File: config.mk
export PLATFORM = sky130hd
export DESIGN_NAME = free_segment_list_allocator
export DESIGN_NICKNAME = d
export VERILOG_FILES = /design/src/rtl/fsla_pkg.sv /design/src/rtl/free_segment_list_allocator.sv /design/src/rtl/fsla_ctrl.sv /design/src/rtl/fsla_dp.sv
export VERILOG_INCLUDE_DIRS = /design/src /design/src/rtl
export SDC_FILE = /design/constraint.sdc
export NUM_CORES = 2
export LEC_CHECK = 0
export BUFFER_PORTS_ARGS = -buffer_cell sky130_fd_sc_hd__clkbuf_2
export CAP_MARGIN = 20
export CORE_AREA = 2 2 415 417
export CTS_BUF_LIST = sky130_fd_sc_hd__clkbuf_4 sky130_fd_sc_hd__clkbuf_8
export DETAILED_ROUTE_END_ITERATION = 8
export DIE_AREA = 0 0 417 419
export GPL_ROUTABILITY_DRIVEN = 0
export PLACE_DENSITY = 0.48
export REMOVE_ABC_BUFFERS = 1
export SLEW_MARGIN = 0
export SYNTH_ARGS = -nofsm -noshare
export SYNTH_HDL_FRONTEND = slang
export SYNTH_SLANG_ARGS = --single-unit
File: constraint.sdc
create_clock -name clk -period 9.54 [get_ports clk]
set_clock_uncertainty 0.05 [all_clocks]
set_input_delay 1.908 -clock clk [delete_from_list [all_inputs] [get_ports clk]]
set_output_delay 1.908 -clock clk [all_outputs]
set_load 0.01 [all_outputs]
File: src/rtl/assert_macros.svh
// assertion macros shared by the rtl
`ifndef ASSERT_MACROS_SVH
`define ASSERT_MACROS_SVH
`ifndef ASSERT_OFF
`define ASSERT_IMPL(label, clk, rst_n, a, b) \
	label: assert property (@(posedge clk) disable iff (!rst_n) (a) |-> (b)) \
		else $error("assertion failed");
`define ASSERT_NEXT(label, clk, rst_n, a, b) \
	label: assert property (@(posedge clk) disable iff (!rst_n) (a) |=> (b)) \
		else $error("assertion failed");
`else
`define ASSERT_IMPL(label, clk, rst_n, a, b)
`define ASSERT_NEXT(label, clk, rst_n, a, b)
`endif
`endif

File: src/rtl/fsla_pkg.sv
// types and constants of the free segment list allocator
`default_nettype none
package fsla_pkg;
	localparam int MAX_SEG = 16;
	localparam int IDX_W = $clog2(MAX_SEG);
	localparam int CNT_W = IDX_W + 1;
	localparam int ADDR_W = 16;
	localparam int LEN_W = ADDR_W + 1;
	localparam logic [LEN_W-1:0] SPACE = {1'b1, {ADDR_W{1'b0}}};

	localparam logic [1:0] ST_DONE = 2'd0;
	localparam logic [1:0] ST_REJECT = 2'd1;
	localparam logic [1:0] ST_FULL = 2'd2;

	localparam logic OP_ALLOC = 1'b0;
	localparam logic OP_FREE = 1'b1;

	typedef struct packed {
		logic operation;
		logic [ADDR_W-1:0] req_start;
		logic [LEN_W-1:0] req_length;
	} req_t;

	typedef struct packed {
		logic [1:0] status;
		logic [ADDR_W-1:0] seg_start;
		logic [LEN_W-1:0] seg_length;
		logic list_empty;
		logic last;
	} rsp_t;

	typedef struct packed {
		logic [ADDR_W-1:0] start;
		logic [LEN_W-1:0] len;
	} seg_t;

	typedef struct packed {
		logic start;
		logic scan;
		logic commit;
		logic emit;
	} fsla_cmd_t;

	typedef struct packed {
		logic scan_done;
		logic list_end;
		logic out_free;
	} fsla_sts_t;
endpackage
`default_nettype wire

File: src/rtl/free_segment_list_allocator.sv
// top level of the free segment list allocator
//  channel  signals                 direction  item
//  req      req_valid req_stall req in         one allocate or free
//  rsp      rsp_valid rsp_stall rsp out        one listed segment
//  cfg      cfg_we cfg_wdata        in         total_size write
// an item is accepted, then scanned over the n table entries one entry per cycle
// (an allocate that splits, or a free that adds or extends the entry before it,
// takes one more scan step; a reject or full ends the scan early), committed,
// and listed at one segment per cycle while the result is not stalled
// reset gives one free segment covering 65536 units, no clearing pass
// a stalled result holds the listing; the next item is taken once listing ends
`default_nettype none
`include "assert_macros.svh"
module free_segment_list_allocator
	import fsla_pkg::*;
(
	input wire logic clk,
	input wire logic arst_n,
	input wire logic req_valid,
	output logic req_stall,
	input wire req_t req,
	output logic rsp_valid,
	input wire logic rsp_stall,
	output rsp_t rsp,
	input wire logic cfg_we,
	input wire logic [LEN_W-1:0] cfg_wdata
);
	fsla_cmd_t cmd;
	fsla_sts_t sts;

	fsla_ctrl u_ctrl (
		.clk(clk),
		.arst_n(arst_n),
		.req_valid(req_valid),
		.req_stall(req_stall),
		.sts(sts),
		.cmd(cmd)
	);

	fsla_dp u_dp (
		.clk(clk),
		.arst_n(arst_n),
		.req(req),
		.cfg_we(cfg_we),
		.cfg_wdata(cfg_wdata),
		.cmd(cmd),
		.sts(sts),
		.rsp_valid(rsp_valid),
		.rsp_stall(rsp_stall),
		.rsp(rsp)
	);

	`ASSERT_IMPL(a_emit_free, clk, arst_n, cmd.emit, !rsp_valid || !rsp_stall)
	`ASSERT_NEXT(a_busy_after_accept, clk, arst_n, req_valid && !req_stall, req_stall)
	`ASSERT_IMPL(a_empty_last, clk, arst_n, rsp_valid && rsp.list_empty, rsp.last)
endmodule
`default_nettype wire

File: src/rtl/fsla_ctrl.sv
// controller state machine of the free segment list allocator
`default_nettype none
module fsla_ctrl
	import fsla_pkg::*;
(
	input wire logic clk,
	input wire logic arst_n,
	input wire logic req_valid,
	output logic req_stall,
	input wire fsla_sts_t sts,
	output fsla_cmd_t cmd
);
	localparam logic [1:0] S_IDLE = 2'd0;
	localparam logic [1:0] S_SCAN = 2'd1;
	localparam logic [1:0] S_COMMIT = 2'd2;
	localparam logic [1:0] S_LIST = 2'd3;

	logic [1:0] state_q;
	logic [1:0] state_d;

	always_comb begin
		cmd = '0;
		state_d = state_q;
		req_stall = (state_q != S_IDLE);
		unique case (state_q)
			S_IDLE: begin
				if (req_valid) begin
					cmd.start = 1'b1;
					state_d = S_SCAN;
				end
			end
			S_SCAN: begin
				cmd.scan = 1'b1;
				if (sts.scan_done) state_d = S_COMMIT;
			end
			S_COMMIT: begin
				cmd.commit = 1'b1;
				state_d = S_LIST;
			end
			S_LIST: begin
				if (sts.out_free) begin
					cmd.emit = 1'b1;
					if (sts.list_end) state_d = S_IDLE;
				end
			end
			default: state_d = S_IDLE;
		endcase
	end

	always_ff @(posedge clk or negedge arst_n) begin
		if (!arst_n) state_q <= S_IDLE;
		else state_q <= state_d;
	end
endmodule
`default_nettype wire

File: src/rtl/fsla_dp.sv
// datapath: ping-pong segment table, scan step logic and result register
`default_nettype none
module fsla_dp
	import fsla_pkg::*;
(
	input wire logic clk,
	input wire logic arst_n,
	input wire req_t req,
	input wire logic cfg_we,
	input wire logic [LEN_W-1:0] cfg_wdata,
	input wire fsla_cmd_t cmd,
	output fsla_sts_t sts,
	output logic rsp_valid,
	input wire logic rsp_stall,
	output rsp_t rsp
);
	seg_t mem [2*MAX_SEG];

	logic [LEN_W-1:0] ts_q;
	logic [CNT_W-1:0] cnt_q;
	logic init_q;
	logic bank_q;
	logic op_q;
	logic zero_q;
	logic [CNT_W-1:0] rd_idx_q;
	logic [CNT_W-1:0] wr_idx_q;
	logic hv_q;
	logic hit_q;
	logic split_q;
	logic [1:0] status_q;
	logic rsp_valid_q;
	logic [ADDR_W-1:0] s_q;
	logic [LEN_W-1:0] l_q;
	seg_t h_q;
	rsp_t rsp_q;

	logic [LEN_W-1:0] room;
	logic [LEN_W-1:0] l_in;
	logic [LEN_W-1:0] cfg_clip;
	logic [IDX_W:0] rd_addr;
	seg_t ent;
	logic at_end;
	logic full;
	logic [LEN_W:0] ent_end;
	logic [LEN_W:0] ent_s;
	logic [LEN_W:0] e_w;
	logic [LEN_W:0] s_w;
	logic [LEN_W:0] h_end;
	logic tp;
	logic tc;
	logic ins_here;
	logic wr_en;
	seg_t h_d;
	logic hv_d;
	logic hit_d;
	logic split_d;
	logic adv;
	logic done;
	logic [1:0] st_d;
	rsp_t rsp_d;

	assign room = SPACE - {1'b0, req.req_start};
	assign l_in = (req.operation == OP_FREE && req.req_length > room) ? room : req.req_length;
	assign cfg_clip = (cfg_wdata > SPACE) ? SPACE : cfg_wdata;

	assign rd_addr = {bank_q, rd_idx_q[IDX_W-1:0]};
	always_comb begin
		if (init_q && rd_idx_q == '0) begin
			ent.start = '0;
			ent.len = ts_q;
		end else begin
			ent = mem[rd_addr];
		end
	end

	assign at_end = (rd_idx_q == cnt_q);
	assign full = (cnt_q == CNT_W'(MAX_SEG));
	assign ent_s = {2'b00, ent.start};
	assign ent_end = ent_s + {1'b0, ent.len};
	assign s_w = {2'b00, s_q};
	assign e_w = s_w + {1'b0, l_q};
	assign h_end = {2'b00, h_q.start} + {1'b0, h_q.len};
	assign tp = hv_q && (h_end == s_w);
	assign tc = !at_end && (e_w == ent_s);
	assign ins_here = !hit_q && (at_end || ent.start > s_q);

	always_comb begin
		wr_en = 1'b0;
		h_d = h_q;
		hv_d = hv_q;
		hit_d = hit_q;
		split_d = 1'b0;
		adv = 1'b0;
		done = 1'b0;
		st_d = status_q;
		if (zero_q) begin
			done = 1'b1;
		end else if (op_q == OP_ALLOC) begin
			if (split_q) begin
				wr_en = 1'b1;
				h_d.start = e_w[ADDR_W-1:0];
				h_d.len = LEN_W'(ent_end - e_w);
				hv_d = 1'b1;
				adv = 1'b1;
			end else if (at_end) begin
				done = 1'b1;
				if (!hit_q) st_d = ST_REJECT;
				else wr_en = hv_q;
			end else if (!hit_q && ent_end > s_w) begin
				hit_d = 1'b1;
				if (s_w < ent_s || e_w > ent_end) begin
					st_d = ST_REJECT;
					done = 1'b1;
				end else if (s_w == ent_s && e_w == ent_end) begin
					wr_en = hv_q;
					hv_d = 1'b0;
					adv = 1'b1;
				end else if (s_w == ent_s) begin
					wr_en = hv_q;
					h_d.start = e_w[ADDR_W-1:0];
					h_d.len = LEN_W'(ent_end - e_w);
					hv_d = 1'b1;
					adv = 1'b1;
				end else if (e_w == ent_end) begin
					wr_en = hv_q;
					h_d.start = ent.start;
					h_d.len = ent.len - l_q;
					hv_d = 1'b1;
					adv = 1'b1;
				end else if (full) begin
					st_d = ST_FULL;
					done = 1'b1;
				end else begin
					wr_en = hv_q;
					h_d.start = ent.start;
					h_d.len = {1'b0, s_q} - {1'b0, ent.start};
					hv_d = 1'b1;
					split_d = 1'b1;
				end
			end else begin
				wr_en = hv_q;
				h_d = ent;
				hv_d = 1'b1;
				adv = 1'b1;
			end
		end else begin
			if (at_end && hit_q) begin
				wr_en = hv_q;
				done = 1'b1;
			end else if (ins_here) begin
				hit_d = 1'b1;
				if (tp && tc) begin
					h_d.len = h_q.len + l_q + ent.len;
					adv = 1'b1;
				end else if (tp) begin
					h_d.len = h_q.len + l_q;
				end else if (tc) begin
					wr_en = hv_q;
					h_d.start = s_q;
					h_d.len = ent.len + l_q;
					hv_d = 1'b1;
					adv = 1'b1;
				end else if (full) begin
					st_d = ST_FULL;
					done = 1'b1;
				end else begin
					wr_en = hv_q;
					h_d.start = s_q;
					h_d.len = l_q;
					hv_d = 1'b1;
				end
			end else begin
				wr_en = hv_q;
				h_d = ent;
				hv_d = 1'b1;
				adv = 1'b1;
			end
		end
	end

	always_comb begin
		rsp_d.status = status_q;
		if (cnt_q == '0) begin
			rsp_d.seg_start = '0;
			rsp_d.seg_length = '0;
			rsp_d.list_empty = 1'b1;
			rsp_d.last = 1'b1;
		end else begin
			rsp_d.seg_start = ent.start;
			rsp_d.seg_length = ent.len;
			rsp_d.list_empty = 1'b0;
			rsp_d.last = (rd_idx_q + CNT_W'(1) == cnt_q);
		end
	end

	assign sts.scan_done = done;
	assign sts.list_end = rsp_d.last;
	assign sts.out_free = !rsp_valid_q || !rsp_stall;

	always_ff @(posedge clk or negedge arst_n) begin
		if (!arst_n) begin
			ts_q <= SPACE;
			cnt_q <= CNT_W'(1);
			init_q <= 1'b1;
			bank_q <= 1'b0;
			op_q <= OP_ALLOC;
			zero_q <= 1'b0;
			rd_idx_q <= '0;
			wr_idx_q <= '0;
			hv_q <= 1'b0;
			hit_q <= 1'b0;
			split_q <= 1'b0;
			status_q <= ST_DONE;
			rsp_valid_q <= 1'b0;
		end else begin
			if (cfg_we) begin
				ts_q <= cfg_clip;
				cnt_q <= (cfg_clip == '0) ? '0 : CNT_W'(1);
				init_q <= 1'b1;
			end
			if (cmd.start) begin
				op_q <= req.operation;
				zero_q <= (l_in == '0);
				rd_idx_q <= '0;
				wr_idx_q <= '0;
				hv_q <= 1'b0;
				hit_q <= 1'b0;
				split_q <= 1'b0;
				status_q <= ST_DONE;
			end
			if (cmd.scan) begin
				hv_q <= hv_d;
				hit_q <= hit_d;
				split_q <= split_d;
				status_q <= st_d;
				if (adv) rd_idx_q <= rd_idx_q + CNT_W'(1);
				if (wr_en) wr_idx_q <= wr_idx_q + CNT_W'(1);
			end
			if (cmd.commit) begin
				rd_idx_q <= '0;
				if (status_q == ST_DONE && !zero_q) begin
					bank_q <= ~bank_q;
					cnt_q <= wr_idx_q;
					init_q <= 1'b0;
				end
			end
			if (cmd.emit) begin
				rd_idx_q <= rd_idx_q + CNT_W'(1);
				rsp_valid_q <= 1'b1;
			end else if (!rsp_stall) begin
				rsp_valid_q <= 1'b0;
			end
		end
	end

	always_ff @(posedge clk) begin
		if (cmd.start) begin
			s_q <= req.req_start;
			l_q <= l_in;
		end
		if (cmd.scan) begin
			h_q <= h_d;
			if (wr_en) mem[{~bank_q, wr_idx_q[IDX_W-1:0]}] <= h_q;
		end
		if (cmd.emit) rsp_q <= rsp_d;
	end

	assign rsp_valid = rsp_valid_q;
	assign rsp = rsp_q;
endmodule
`default_nettype wire

* Word level (Yosys, flattened, before mapping)
Memory sizes are Yosys's and may differ from the RTL's. Index checks and enable logic that the tools add are counted.
Cells by class: reductions and logical operators 33, $lt $le $gt $ge 6, $add $sub $neg 12, muxes and demuxes 151, eq/ne operators 42, bitwise gates (word level) 2
Operators by type and width (number):
- 33-bit two-way mux | 14
- 1-bit two-way mux | 96
- 17-bit two-way mux | 4
- 5-bit two-way mux | 11
- 16-bit by 17-bit adder with 18-bit output | 3
- 17-bit adder | 3
- 2-bit two-way mux | 23
- 18-bit by 16-bit == test with 1-bit output | 2
- 17-bit logical NOT | 2
- 17-bit subtractor | 2
- 16-bit two-way mux | 2
- 3-bit inequality test, second input constant | 7
- 18-bit == test | 1
- 18-bit by 16-bit > comparator with 1-bit output | 1
- 18-bit > comparator | 1
- 17-bit > comparator | 1
- 17-bit > comparator, second input constant | 1
- 16-bit by 16-bit subtractor with 17-bit output | 1
- 17-bit by 16-bit subtractor with 17-bit output, first input constant | 1
- 16-bit == test | 1
- 16-bit > comparator | 1
- 16-bit < comparator | 1
- 5-bit by 2-bit inequality test with 1-bit output, second input constant | 3
- 7-bit AND reduction | 2
- 29 further kinds | 62
Storage, ports and cells: bits in registers 147, memories kept 1, input bits 56, output and inout bits 39, word-level logic and storage cells 270, bits in writable memories 1056
Memory list:
- u_dp.mem | words 32, width 33, rd ports 1, clocked after memory_dff 0, write ports 1, RTL line fsla_dp.sv:17 | seg_t mem [2*MAX_SEG];

* Depth between registers and ports, before layout
depth after elaboration 18, depth in mapped cells 40, depth with buffers taken out 29

* Cells and area by module
A second synthesis with hierarchy kept.
Unflattened totals: cell total of the unflattened synthesis 3821, area, all modules 57556.5 um^2
Modules (own cells, without submodules):
- fsla_dp | times used 1, seq. area each 35858.1 um^2, area an instance 57376.3 um^2, cells each 3802
- fsla_ctrl | times used 1, seq. area each 50.0 um^2, area an instance 180.2 um^2, cells each 19

* Worst setup path before layout
Ideal clock, no wire load.
kind register -> register, start register u_dp.rd_idx_q[0], end memory u_dp.mem[21][0] (netlist name) (enable), arrival 9.361 ns, setup slack -0.295 ns, library setup time 0.423 ns, period minus slack after synthesis 9.835 ns, cell stages (with the launch flop) 38, buffers on the path 11, path through dfrtp_1 -> buf_6 -> buf_8 -> buf_8 -> buf_6 -> buf_8 -> buf_6 -> buf_6 -> buf_6 -> buf_6 -> inv_1 -> ha_1 -> and3b_1 -> a21oi_1 -> clkbuf_4 -> o31ai_1 -> a221oi_2 -> ha_1 -> [... 2 more ...] -> nor2b_1 -> o31a_1 -> o21ai_0 -> o311ai_0 -> xor2_1 -> inv_1 -> ha_1 -> and2_1 -> nand3_1 -> nor4_1 -> or3_1 -> a31oi_1 -> o41ai_1 -> o2111ai_1 -> nand2_1 -> buf_4 -> nand2_2 -> nor2_1
RTL lines:
- start, declared | RTL line fsla_dp.sv:25 | logic [CNT_W-1:0] rd_idx_q;
- start signal, assigned | RTL line fsla_dp.sv:236 | if (adv) rd_idx_q <= rd_idx_q + CNT_W'(1);
- start signal, assigned | RTL line fsla_dp.sv:248 | rd_idx_q <= rd_idx_q + CNT_W'(1);
- end, declared | RTL line fsla_dp.sv:17

==> flow_summary_export.csv <==
group,metric,value,unit
die,design.core.area,0.1706,sq mm
synthesis,synth_warnings,0,
routing,drc,0,
synthesis,synthTopCellsByCount,"edfxtp_1 (1159), mux4_2 (270), nor2_1 (213)",
setup_path,reg2reg_from,"u_dp.rd_idx_q[0]",
synthesis,synth_top_family_by_area,"multiplexers",
setup_path,crit_start,"u_dp.rd_idx_q[0]",
cts,cts_sinks,1203,
die,pin_count,95,
timing,slew_viol_final,0,
min_path,hold_path_class,"register to register",
setup_path,critPathCaptureType,"register",
synthesis,syn_area,0.05755,sq mm
timing,tns,0,ns
cts,cts_resized,0,
cts,clk_path_buf_depth,3,
setup_path,crit_arrival,9.45,ns
setup_path,worstSetupStartpointType,"register",
routing,viasPerCell,5.527,
synthesis,ys.flop_type,"edfxtp_1",
routing,routed_wl,193.7,mm
routing,drtAntennaViolNets,0,
global_routing,grt_overflow,0,
global_routing,grt_pass1_wl,273.4,mm
finish,nets,4378,
synthesis,yosysMostFrequentCell,"edfxtp_1",
timing,worst_pin_slew,1.052,ns
placed_design,dp_hpwl,133.1,mm
cts,cts_hold_buf,0,
placed_design,portBuffers,94,
cts,cts_tree,"yes",
cts,cts_setup_buffers,0,
finish,fillers,15899,
setup_path,worstPathRequired,10.07,ns
setup_path,cp_slowest_cell,"dfrtp_4",
synthesis,synthSimpleGateAreaFrac,0.06470,
synthesis,synth_cell_types,102,
timing,period_share,0.9351,
setup_path,path_class,"register to register",
synthesis,synth_top_area_cell,"edfxtp_1",
routing,wl_per_cell,29.77,microns
placed_design,place_area,0.06203,sq mm
global_routing,antenna_found_initial,9,
synthesis,synth_top_cell_area_share,0.6047,
die,rows,152,
synthesis,synthXorXnorAreaFrac,0.02450,
timing,clock.fmax,112.1,MHz
routing,dr_total_vias,35951,
routing,firstDrtPassIters,6,
timing,rsz0062_at_grt,"no",
die,start_util,0.3374,
cts,clk_pin_slew_worst_paths,0.07,ns
global_routing,grt_pass1_vias,36054,
global_routing,grt_use_total,0.2203,
timing,finalHoldViolCount,0,
cts,cts_root_buf,"clkbuf_8",
status,status,"finished clean",
finish,final_core_util,0.3866,
routing,drt_iter0_drc,3680,
finish,drive_gt1_frac,0.2332,
synthesis,synthMuxAreaShare,0.1305,
synthesis,ys_ff_latch,1203,
die,die_area,0.1747,sq mm
synthesis,synth_edf_count,1159,
cts,numCtsBuffers,199,
die,die_y,419,microns
timing,max_slew_margin,0.2925,
job,drv_cap,0,
synthesis,synthCells,3763,
cts,h-tree-depth,4,
setup_path,slowest_delay,0.76,ns
min_path,min_from,"u_dp.init_q",
synthesis,ys_seq_area_frac,0.6239,
die,die-width,417,microns
timing,setup_viol,0,
global_routing,grt_max_degree,111,
cts,clock_latency,0.98,ns
synthesis,synth_compound_area_frac,0.08035,
synthesis,async_flop_share,0.03658,
timing,fin_crit,8.921,ns
synthesis,synth_area_per_cell,15.29,sq um
synthesis,synthTopCellsByArea,"edfxtp_1 (60%), mux4_2 (11%), ha_1 (4.5%)",
finish,area_growth_syn_to_layout,14.61,%
finish,postLayoutCellArea,0.06596,sq mm
setup_path,cp_common_cell,"a21oi_1",
synthesis,synth_fa_ha_area_frac,0.04792,
setup_path,worstPathMaxFanout,20,
## area by class of cell
| class | count | area, sq um | share of cell area |
|---|---|---|---|
| antenna | 1 | 2.502 | 0.00003794 |
| clock buffer | 266 | 3254 | 0.04934 |
| clock inverter | 99 | 646.9 | 0.009807 |
| inverter | 184 | 693.2 | 0.01051 |
| multi-input combinational | 2227 | 20310 | 0.3079 |
| sequential | 1203 | 35930 | 0.5447 |
| tap | 2233 | 2794 | 0.04236 |
| timing repair buffer | 292 | 2336 | 0.03542 |
## through the flow
stage	instances	setup slack, ns	hold WS, ns
floorplan	3614	-11.09	0.3986
global placement	6136	0.5131	0.4560
detailed placement	6138	0.5212	0.4648
CTS	6503	0.4360	0.4803
global route	6505	0.1283	0.5016
finish	6505	0.6189	0.4845
## metal layers
metal | vias up | wire length [microns] | global-route usage
met3 | 281 | 11190 | 0.03368
met5 | - | 13 | 0
met2 | 1344 | 91210 | 0.3562
met1 | 18727 | 84820 | 0.3020
met4 | 2 | 6414 | 0.07713
li1 | 15597 | - | -
## critical path, delay by kind of cell (launching register included)
kind	cells	cell delay, ns
xor+xnor	1	0.23
fa+ha+maj	2	0.82
compound gates	12	2.58
buf+inv	6	1.49
flops	1	0.76
simple gates	7	1.55
mux	2	0.97
## cell families after synthesis
family | after synthesis
DFF | 1203
and+or+nand+nor | 760
AOI/OAI and AO/OA | 698
muxes | 393
buffers and inverters | 333
adders and majority gates | 215
xor gates and xnor gates | 161
## flip-flops by register name, summed over array words and instances, names as in the netlist
signal,count
u_dp.ts_q,17
u_dp.bank_q,1
u_ctrl.state_q,2
u_dp.h_q,33
u_dp.s_q,16
u_dp.cnt_q,5
u_dp.mem,1056
u_dp.zero_q,1
u_dp.rsp,37
u_dp.status_q,2
u_dp.hit_q,1
u_dp.l_q,17
u_dp.rsp_valid,1
u_dp.split_q,1
u_dp.hv_q,1
u_dp.rd_idx_q,5
u_dp.wr_idx_q,5
u_dp.init_q,1
u_dp.op_q,1
## layout by cell type, fill, tap and decap left out, types with 27 or more instances in the layout
master    count
a31oi_1      27
mux2_2       29
o22ai_1      28
o21ai_0     136
nor2b_1      33
clkbuf_8    201
nand3_1      50
a21o_1       34
nor2_1      181
a211oi_1     39
xnor2_1     106
clkinv_1     55
mux4_2      270
mux2i_1      84
a21oi_1     180
buf_4       167
clkbuf_2     94
clkbuf_4     65
ha_1        206
buf_12       30
xor2_1       55
o21a_1       27
inv_1       178
dfrtp_1      35
nand2_1     204
nor3_1       45
nor2_4       32
edfxtp_1   1159
nand2b_1     33
## final timing paths
kind	slack, ns	cells after the start	end
setup / recovery	0.62	30	u_dp.mem[14][18]
hold / removal	0.48	2	u_dp.init_q
setup reg to reg	0.62	30	u_dp.mem[14][18]
hold reg to reg	0.48	2	u_dp.init_q
max in group asynchronous	7.77	2	u_dp.rd_idx_q[2]
min in group asynchronous	1.03	2	u_dp.ts_q[10]
Power is not shown: default switching activity piles up to over one toggle a cycle in this logic, so the estimate is an artifact.
